`config.mk`:
```
export PLATFORM = sky130hd
export DESIGN_NAME = ghash_accumulator_flat
export DESIGN_NICKNAME = d
export VERILOG_FILES = /design/src/design/ghash_pkg.sv /design/src/design/ghash_if.sv /design/src/design/ghash_mul.sv /design/src/design/ghash_accumulator.sv /design/src/flat_wrapper.sv
export SDC_FILE = /design/constraint.sdc
export NUM_CORES = 2
export LEC_CHECK = 0
export ABC_AREA = 0
export BUFFER_PORTS_ARGS = -buffer_cell sky130_fd_sc_hd__buf_2
export CORE_ASPECT_RATIO = 0.7
export CORE_MARGIN = 1.5
export CORE_UTILIZATION = 55
export DETAILED_ROUTE_END_ITERATION = 10
export GPL_TIMING_DRIVEN = 0
export PLACE_DENSITY = 0.74
export SLEW_MARGIN = 5
export SYNTH_ARGS = -nofsm -noshare
export SYNTH_HDL_FRONTEND = slang
export SYNTH_SLANG_ARGS = --single-unit
```
`constraint.sdc`:
```
create_clock -name clock -period 76 [get_ports clock]
set_input_delay 11.4 -clock clock [delete_from_list [all_inputs] [get_ports clock]]
set_output_delay 11.4 -clock clock [all_outputs]
set_load 0.01 [all_outputs]
```
`src/design/ghash_pkg.sv`:
```
// ----------------------------------------------------------------------------
// GHASH package
// Widths, constants, shared types and the GF(2^128) digit step.
// ----------------------------------------------------------------------------
package ghash_pkg;

   localparam int HalfWidth  = 64;
   localparam int BlockWidth = 2 * HalfWidth;
   localparam int DigitWidth = 8;
   localparam int DigitCount = BlockWidth / DigitWidth;
   localparam int CountWidth = $clog2(DigitCount);
   localparam int CsrAddrWidth = 4;
   localparam int CsrDataWidth = 64;

   localparam logic [BlockWidth-1:0] ReduceConst = {8'hE1, {(BlockWidth-8){1'b0}}};

   typedef enum logic {
      CSR_HASH_KEY_HIGH = 1'b0,
      CSR_HASH_KEY_LOW  = 1'b1
   } csr_index_type;

   typedef struct packed {
      logic start;
   } mul_ctrl_type;

   typedef struct packed {
      logic busy;
      logic done;
   } mul_stat_type;

   typedef struct packed {
      logic [BlockWidth-1:0] p;
      logic [BlockWidth-1:0] v;
   } mul_state_type;

   // Absorbs one digit of the multiplier operand, most significant bit first.
   function automatic mul_state_type ghash_digit_step(mul_state_type st,
                                                      logic [DigitWidth-1:0] digit);
      mul_state_type res;
      logic          carry;
      res = st;
      for (int i = 0; i < DigitWidth; i++) begin
         if (digit[DigitWidth-1-i]) begin
            res.p = res.p ^ res.v;
         end
         carry = res.v[0];
         res.v = res.v >> 1;
         if (carry) begin
            res.v = res.v ^ ReduceConst;
         end
      end
      return res;
   endfunction

endpackage

```
`src/design/ghash_if.sv`:
```
// ----------------------------------------------------------------------------
// GHASH channel interfaces
// Valid/ready channels for the data blocks and the hash results.
// ----------------------------------------------------------------------------
interface ghash_req_if import ghash_pkg::*; ();
   logic                 valid;
   logic                 ready;
   logic [HalfWidth-1:0] block_high;
   logic [HalfWidth-1:0] block_low;
   logic                 restart;

   modport source (output valid, output block_high, output block_low, output restart,
                   input ready);
   modport sink   (input valid, input block_high, input block_low, input restart,
                   output ready);
endinterface

interface ghash_rsp_if import ghash_pkg::*; ();
   logic                 valid;
   logic                 ready;
   logic [HalfWidth-1:0] hash_high;
   logic [HalfWidth-1:0] hash_low;

   modport source (output valid, output hash_high, output hash_low, input ready);
   modport sink   (input valid, input hash_high, input hash_low, output ready);
endinterface

```
`src/design/ghash_mul.sv`:
```
// ----------------------------------------------------------------------------
// GHASH digit-serial multiplier
// Multiplies two GF(2^128) elements in GCM bit order, one 8-bit digit of
// the first operand per cycle.
// ----------------------------------------------------------------------------
module ghash_mul import ghash_pkg::*; (
   input  logic                  clock,
   input  logic                  reset,
   input  mul_ctrl_type          ctrl,
   input  logic [BlockWidth-1:0] x,
   input  logic [BlockWidth-1:0] y,
   output mul_stat_type          stat,
   output logic [BlockWidth-1:0] product
);

   logic [BlockWidth-1:0] x_ff;
   mul_state_type         acc_ff;
   mul_state_type         acc_in;
   logic [CountWidth-1:0] count_ff;
   logic                  running_ff;
   logic                  done_ff;

   always_comb begin
      acc_in = ghash_digit_step(acc_ff, x_ff[BlockWidth-1 -: DigitWidth]);
   end

   always_ff @(posedge clock) begin
      if (reset) begin
         running_ff <= 1'b0;
         done_ff    <= 1'b0;
         count_ff   <= '0;
      end else begin
         done_ff <= 1'b0;
         if (ctrl.start) begin
            x_ff       <= x;
            acc_ff.p   <= '0;
            acc_ff.v   <= y;
            count_ff   <= '0;
            running_ff <= 1'b1;
         end else if (running_ff) begin
            x_ff     <= x_ff << DigitWidth;
            acc_ff   <= acc_in;
            count_ff <= count_ff + 1'b1;
            if (count_ff == CountWidth'(DigitCount - 1)) begin
               running_ff <= 1'b0;
               done_ff    <= 1'b1;
            end
         end
      end
   end

   assign stat.busy = running_ff;
   assign stat.done = done_ff;
   assign product   = acc_ff.p;

endmodule

```
`src/design/ghash_accumulator.sv`:
```
// ----------------------------------------------------------------------------
// GHASH accumulator
// Absorbs 128-bit blocks into the GHASH accumulator and returns the hash
// after every block.
// ----------------------------------------------------------------------------
//  Port group   Direction  Contents
//  req_chan     in         block_high, block_low, restart (valid/ready)
//  rsp_chan     out        hash_high, hash_low (valid/ready)
//  csr_*        in/out     APB-style access to hash_key_high (0x0), hash_key_low (0x8)
//
// Each word passes through the 8-bit digit-serial multiplier and then the
// output register before its result is valid; the block takes no new word
// while the previous one is still being multiplied or held.
// A new word is accepted only once the previous product has been taken into
// the output register. The output register holds a result while the sink
// stalls; a finished product waits in the accumulator until it is free.
// Reset clears the accumulator, the hash key and all control state.
// ----------------------------------------------------------------------------
module ghash_accumulator import ghash_pkg::*; (
   input  logic                    clock,
   input  logic                    reset,
   ghash_req_if.sink               req_chan,
   ghash_rsp_if.source             rsp_chan,
   input  logic                    csr_psel,
   input  logic                    csr_penable,
   input  logic                    csr_pwrite,
   input  logic [CsrAddrWidth-1:0] csr_paddr,
   input  logic [CsrDataWidth-1:0] csr_pwdata,
   output logic [CsrDataWidth-1:0] csr_prdata,
   output logic                    csr_pready
);

   typedef enum logic [1:0] {
      ST_IDLE,
      ST_BUSY,
      ST_HOLD
   } state_type;

   state_type             state_ff;
   logic [BlockWidth-1:0] key_ff;
   logic [BlockWidth-1:0] acc_ff;
   logic [BlockWidth-1:0] rsp_hash_ff;
   logic                  rsp_valid_ff;
   logic [BlockWidth-1:0] mul_x;
   logic [BlockWidth-1:0] product;
   mul_ctrl_type          mul_ctrl;
   mul_stat_type          mul_stat;
   logic                  req_take;
   logic                  rsp_take;
   logic                  rsp_free;
   logic                  csr_write;
   csr_index_type         csr_index;

   assign csr_pready = 1'b1;
   assign csr_write  = csr_psel && csr_penable && csr_pwrite && csr_pready;
   assign csr_index  = csr_index_type'(csr_paddr[CsrAddrWidth-1]);

   always_comb begin
      unique case (csr_index)
         CSR_HASH_KEY_HIGH: csr_prdata = key_ff[BlockWidth-1 -: HalfWidth];
         CSR_HASH_KEY_LOW:  csr_prdata = key_ff[HalfWidth-1:0];
         default:           csr_prdata = '0;
      endcase
   end

   assign req_chan.ready = (state_ff == ST_IDLE);
   assign req_take       = req_chan.valid && req_chan.ready;
   assign rsp_take       = rsp_valid_ff && rsp_chan.ready;
   assign rsp_free       = !rsp_valid_ff || rsp_chan.ready;

   assign mul_ctrl.start = req_take;
   assign mul_x = (req_chan.restart ? '0 : acc_ff)
                  ^ {req_chan.block_high, req_chan.block_low};

   ghash_mul u_mul (
      .clock   (clock),
      .reset   (reset),
      .ctrl    (mul_ctrl),
      .x       (mul_x),
      .y       (key_ff),
      .stat    (mul_stat),
      .product (product)
   );

   always_ff @(posedge clock) begin
      if (reset) begin
         key_ff <= '0;
      end else if (csr_write) begin
         unique case (csr_index)
            CSR_HASH_KEY_HIGH: key_ff[BlockWidth-1 -: HalfWidth] <= csr_pwdata;
            CSR_HASH_KEY_LOW:  key_ff[HalfWidth-1:0]             <= csr_pwdata;
            default:           key_ff                            <= key_ff;
         endcase
      end
   end

   always_ff @(posedge clock) begin
      if (reset) begin
         state_ff     <= ST_IDLE;
         acc_ff       <= '0;
         rsp_valid_ff <= 1'b0;
      end else begin
         if (rsp_take) begin
            rsp_valid_ff <= 1'b0;
         end
         unique case (state_ff)
            ST_IDLE: begin
               if (req_take) begin
                  state_ff <= ST_BUSY;
               end
            end
            ST_BUSY: begin
               if (mul_stat.done) begin
                  acc_ff <= product;
                  if (rsp_free) begin
                     rsp_hash_ff  <= product;
                     rsp_valid_ff <= 1'b1;
                     state_ff     <= ST_IDLE;
                  end else begin
                     state_ff <= ST_HOLD;
                  end
               end
            end
            ST_HOLD: begin
               if (rsp_free) begin
                  rsp_hash_ff  <= acc_ff;
                  rsp_valid_ff <= 1'b1;
                  state_ff     <= ST_IDLE;
               end
            end
            default: state_ff <= ST_IDLE;
         endcase
      end
   end

   assign rsp_chan.valid     = rsp_valid_ff;
   assign rsp_chan.hash_high = rsp_hash_ff[BlockWidth-1 -: HalfWidth];
   assign rsp_chan.hash_low  = rsp_hash_ff[HalfWidth-1:0];

endmodule

```
`src/flat_wrapper.sv`:
```
// flat-port wrapper written by rule: the top's interface ports become plain ports
module ghash_accumulator_flat import ghash_pkg::*;
  (clock, reset, csr_psel, csr_penable, csr_pwrite, csr_paddr, csr_pwdata, csr_prdata, csr_pready, req_chan_valid, req_chan_block_high, req_chan_block_low, req_chan_restart, req_chan_ready, rsp_chan_valid, rsp_chan_hash_high, rsp_chan_hash_low, rsp_chan_ready);
  ghash_req_if req_chan_i ();
  ghash_rsp_if rsp_chan_i ();
  input  logic clock;
  input  logic reset;
  input  logic csr_psel;
  input  logic csr_penable;
  input  logic csr_pwrite;
  input  logic [CsrAddrWidth-1:0] csr_paddr;
  input  logic [CsrDataWidth-1:0] csr_pwdata;
  output logic [CsrDataWidth-1:0] csr_prdata;
  output logic csr_pready;
  input wire logic [$bits(req_chan_i.valid)-1:0] req_chan_valid;
  input wire logic [$bits(req_chan_i.block_high)-1:0] req_chan_block_high;
  input wire logic [$bits(req_chan_i.block_low)-1:0] req_chan_block_low;
  input wire logic [$bits(req_chan_i.restart)-1:0] req_chan_restart;
  output wire logic [$bits(req_chan_i.ready)-1:0] req_chan_ready;
  output wire logic [$bits(rsp_chan_i.valid)-1:0] rsp_chan_valid;
  output wire logic [$bits(rsp_chan_i.hash_high)-1:0] rsp_chan_hash_high;
  output wire logic [$bits(rsp_chan_i.hash_low)-1:0] rsp_chan_hash_low;
  input wire logic [$bits(rsp_chan_i.ready)-1:0] rsp_chan_ready;
  assign req_chan_i.valid = req_chan_valid;
  assign req_chan_i.block_high = req_chan_block_high;
  assign req_chan_i.block_low = req_chan_block_low;
  assign req_chan_i.restart = req_chan_restart;
  assign req_chan_ready = req_chan_i.ready;
  assign rsp_chan_valid = rsp_chan_i.valid;
  assign rsp_chan_hash_high = rsp_chan_i.hash_high;
  assign rsp_chan_hash_low = rsp_chan_i.hash_low;
  assign rsp_chan_i.ready = rsp_chan_ready;
  ghash_accumulator u_core (.clock(clock), .reset(reset), .req_chan(req_chan_i), .rsp_chan(rsp_chan_i), .csr_psel(csr_psel), .csr_penable(csr_penable), .csr_pwrite(csr_pwrite), .csr_paddr(csr_paddr), .csr_pwdata(csr_pwdata), .csr_prdata(csr_prdata), .csr_pready(csr_pready));
endmodule
```
Yosys cells after proc, flatten, opt, wreduce, memory -nomap -nowiden

Cells that the tools add are included.

Equality and inequality tests: 7
Reductions and logical operators: 17
Multiplexer cells: 39
Add/subtract/negate cells: 1
Bitwise operators: 20

Operator list:

| operator                                       | count |
|---|---|
| 2-to-1 mux 128 bit                             | 23 |
| XOR 128 bit                                    | 9 |
| 2-to-1 mux 256 bit                             | 1 |
| one-hot mux 128 bit (2 select lines)           | 1 |
| one-hot mux 64 bit (2 select lines)            | 1 |
| inverter 3 -> 4 bit                            | 8 |
| 2-to-1 mux 2 bit                               | 4 |
| AND reduction 2 bit                            | 4 |
| 2-to-1 mux 1 bit                               | 7 |
| one-hot mux 2 bit (3 select lines)             | 1 |
| AND reduction 5 bit                            | 1 |
| adder 4 x 1 -> 4 bit (second input constant)   | 1 |
| == test 4 bit (second input constant)          | 1 |
| logical AND 1 bit                              | 4 |
| != test 2 x 1 -> 1 bit (second input constant) | 2 |
| != test 2 bit (second input constant)          | 2 |
| nonzero test 2 bit                             | 2 |
| inverter 1 bit                                 | 3 |
| AND reduction 3 bit                            | 1 |
| OR reduction 3 bit                             | 1 |
| == test 2 x 1 -> 1 bit (second input constant) | 1 |
| == test 2 bit (second input constant)          | 1 |
| logical NOT 2 bit                              | 1 |
| one-hot mux 1 bit (2 select lines)             | 1 |
| 3 further kinds                                | 3 |

Output and inout port bits: 195
Word-level logic and storage cells: 96
Register bits: 777
Input port bits: 204

Longest topological paths before layout

Word-level depth: 18
Mapped depth: 9
Mapped depth without buffers: 7

Hierarchy

From an unflattened synthesis, not the netlist that was laid out.

Cell total of the unflattened synthesis: 5080
Area, all modules: 47907.2 um^2

Modules (own cells, without submodules):

| module            | times used | seq. area each (um^2) | cells each | area an instance (um^2) |
|---|---|---|---|---|
| ghash_mul         | 1          | 11651.2               | 3326       | 30679.4 |
| ghash_accumulator | 1          | 9028.7                | 1754       | 17227.8 |

Worst setup path before layout

No wires, ideal clock.

Kind: in2reg
Start: input req_chan_valid
End: register u_core.u_mul.acc_ff[0] in the netlist's numbering (enable)
Path slack: 44.254 ns
Data required time: 74.740 ns
Path buffers: 3
Arrival time: 30.486 ns
Library setup time: 1.260 ns
Stages on the path: 5
Cell sequence: nand2_1 clkbuf_1 clkbuf_1 clkbuf_1 a21oi_1

Longest elaborated chain between the ends: 3

Ends and longest elaborated chain:

| what                                 | line                    | text |
|---|---|---|
| from (decl)                          | flat_wrapper.sv:15      | `input wire logic [$bits(req_chan_i.valid)-1:0] req_chan_valid;` |
| logical AND 1 bit                    | ghash_accumulator.sv:67 | `assign req_take = req_chan.valid && req_chan.ready;` |
| nonzero test 2 bit (no source line)  | --                      |  |
| AND reduction 2 bit (no source line) | --                      |  |
| to (signal assigned)                 | ghash_mul.sv:42         | `acc_ff <= acc_in;` |
| to (decl)                            | ghash_mul.sv:17         | `mul_state_type acc_ff;` |

Every way passes these cells.
A chain may end at the register's enable or synchronous reset.

Final worst setup path

Start: input csr_paddr[3]
End: output csr_prdata[61]

Longest elaborated chain between the ends: 2

Ends and longest elaborated chain:

| what                                  | line                    | text |
|---|---|---|
| from (decl)                           | flat_wrapper.sv:11      | `input logic [CsrAddrWidth-1:0] csr_paddr;` |
| inverter 1 bit                        | ghash_accumulator.sv:59 | `unique case (csr_index)` |
| one-hot mux 64 bit (2 select lines) * | ghash_accumulator.sv:59 |  |
| to (decl)                             | flat_wrapper.sv:13      | `output logic [CsrDataWidth-1:0] csr_prdata;` |

Mark *: on every way between the ends. The rest lies on a longest branch, timed or not.

==> results_dict.tcl <==
set metrics [dict create \
    fmax_mhz 40.3 \
    outcome "finished, final reports clean" \
    grtUsageTotal 0.360 \
    yosysUniqueCellTypes 41 \
    slew_headroom 0.0634 \
    grt_pass1_wl_um 229000 \
    grt_pass1_vias 35873 \
    drt_pre_antenna_iters 5 \
    yosys.area.top_type "edfxtp_1" \
    min_from "u_core.acc_ff[54]" \
    clk_latency_ps 670 \
    synth-edff-count 512 \
    powerDensity_nw_per_um2 24.3 \
    synth-warning-count 0 \
    place_area_um2 50200 \
    nets 6019 \
    design_area_um2 52600 \
    io_pins 399 \
    core_um2 82900 \
    cts_root_buffer "clkbuf_16" \
    cap_viol_max_count 0 \
    crit_buf_inv 4 \
    power_mw 1.28 \
    cts.repair.resized 0 \
    drc 0 \
    h-tree-depth 3 \
    cts_hold_buf 0 \
    syn_area_um2 46300 \
    r2r-start "u_core.state_ff[0]" \
    ys_top_cells_by_area "edfxtp_1, nand2_1, xnor2_1" \
    dr.first_iter.drc_count 5697 \
    power.share.clock 0.304 \
    startpoint_type "input pin" \
    swShare 0.319 \
    async_reset_ff_frac 0 \
    tns_ps 0 \
    path_class "in2out" \
    critPathArrivalTime_ps 13410 \
    min_period_ps 24810 \
    vias 39534 \
    worstPathRequired_ps 64600 \
    power.switching_uw 409 \
    crit_path_end_kind "primary output" \
    start_util 0.559 \
    area_growth_pct 13.7 \
    io_buffers 392 \
    pwr-share-comb 0.285 \
    synth_top_area_share 0.332 \
    hold_viol 0 \
    syn_nets 5528 \
    seqPwrFrac 0.411 \
    routed_wl_um 158000 \
    die_y_um 246 \
    place_congestion 1.04 \
    syn_inst 5320 \
    ant_nets 0 \
    cp_slowest_cell "clkbuf_1" \
    cts_tree "built" \
    die_area_um2 86000 \
    path_clk_slew_ps 60 \
    hold_ws_ps 463 \
    fp.dieW_um 350 \
    tightest_slew_ps 1400 \
    hpwlAfterDp_um 120000 \
    synth_seq_cells 777 \
    rsz0062_at_grt "no" \
    finalClockSkew_ps 22.3 \
    critPathTopFamily "buffers and inverters" \
    postCtsSetupBuffers 0 \
    num_rows 88 \
    crit_chain "buf_2, clkbuf_1, clkbuf_1, mux2_2, buf_2" \
    synth_flop_cell "edfxtp_1" \
    worst_ir_drop_vdd_uv 19.2 \
    slowest_delay_ps 630 \
    crit_start "csr_paddr[3]" \
    drive_gt1_frac 0.134 \
    grt_max_degree 56 \
    top_usage_layer "met1" \
    timing.final.crit_share 0.326 \
    wl_per_cell_um 22.6 \
    post_synth.cell_area_avg_um2 8.71 \
    met1_usage 0.535 \
    vias_per_cell 5.65 \
    diodes 0 \
    grt.overflow.total 0 \
    p_leak_nw 19.3 \
    use_met3 0.0896 \
    antenna_found_initial 8 \
    drv_slew 0 \
    cp_max_fo 10 \
    hold_path.class "reg2reg" \
    grt.met2_usage 0.503 \
    clockBufferDepth 3 \
    ys_seq_area_frac 0.446 \
    internal_power_uw 872 \
    fillCellCount 6983 \
    cts_sinks 777 \
    setup_viol 0 \
    cts_made_buffers 78 \
]
## power groups by stage
stage	Sequential [mW]	Clock, mW	Combinational (mW)
after floorplan	0.539	0	0.262
after CTS	0.526	0.389	0.356
final	0.527	0.389	0.365
after detailed placement	0.535	0	0.355
after global routing	0.529	0.405	0.389
after global placement	0.553	0	0.343
## cell usage after synthesis, drive strengths merged (129+ instances only)
master and number:
buf 136, a21oi 275, xnor2 775, edfxtp 512, clkbuf 296, o21ai 129
dfxtp 265, nand2 1994, nor2b 131, mux2 193, nor2 166, xor2 379
## sequential cells by signal, summed over array words and instances (netlist names)
register,count
u_core.u_mul.running_ff,1
u_core.u_mul.product,128
u_core.state_ff,2
u_core.u_mul.acc_ff,128
u_core.u_mul.count_ff,4
u_core.rsp_chan.valid,1
u_core.key_ff,128
u_core.rsp_hash_ff,128
u_core.u_mul.done_ff,1
u_core.u_mul.x_ff,128
u_core.acc_ff,128
## tightest hold or removal path, cell delays in order, from the launching register on
cell and delay [ps]:
dfxtp_1 310, nand2_1 50, a21oi_1 50
## path summary, 6_finish.rpt
| kind | end | slack, ps | cells past startpoint |
|---|---|---|---|
| worst min-delay path | u_core.acc_ff[54] | 460 | 2 |
| worst max register to register | u_core.u_mul.acc_ff[81] | 71040 | 12 |
| worst max-delay path | csr_prdata[61] | 51190 | 5 |
| worst min register to register | u_core.acc_ff[54] | 460 | 2 |
## placed cells by master (no fill, tap or decap), types with 10 or more instances in the layout
cell / n
buf_1: 73
buf_2: 452
edfxtp_1: 512
buf_12: 10
xnor2_1: 774
clkinv_1: 12
clkbuf_16: 81
clkbuf_1: 316
nor2_1: 166
xor2_1: 376
nor2b_1: 131
o21ai_0: 128
a21oi_1: 274
dfxtp_1: 265
mux2_2: 193
nand2_1: 1994
## stage by stage
stage	utilization	worst slack [ps]	std cells
after floorplan	-	44250	5320
after detailed placement	0.605	51190	6856
final	0.635	51190	7001
after global placement	0.599	34140	6837
after CTS	0.635	51160	7001
after global routing	0.635	51180	7001
## area by class of cell
cell class              count  area, um^2  share of cell area
inverters                   9        33.8            0.000642
plain buffers             432        1720              0.0326
clock inverters            34         300             0.00570
flip-flops and latches    777       20700               0.393
clock buffers             111        2190              0.0416
repair buffers            411        2410              0.0458
well taps                1125        1410              0.0267
multi-input cells        4102       23900               0.454
## metal layers
layer | wire length (um) | up-vias | part of all wire
met5 | 9 | - | 0.000057
met4 | 5680 | 2 | 0.036
met3 | 22300 | 295 | 0.14
met2 | 64200 | 2576 | 0.41
met1 | 66200 | 18804 | 0.42
li1 | - | 17857 | -
## kinds of logic after synthesis
kind of cell	share of synthesized area
and+or+nand+nor	0.196
xor gates and xnor gates	0.225
DFF	0.446
buffers and inverters	0.0377
AOI/OAI and AO/OA	0.0461
muxes	0.0478
adders and majority gates	0.00108
other	0.0000810
(Power assumes the default switching activity.)
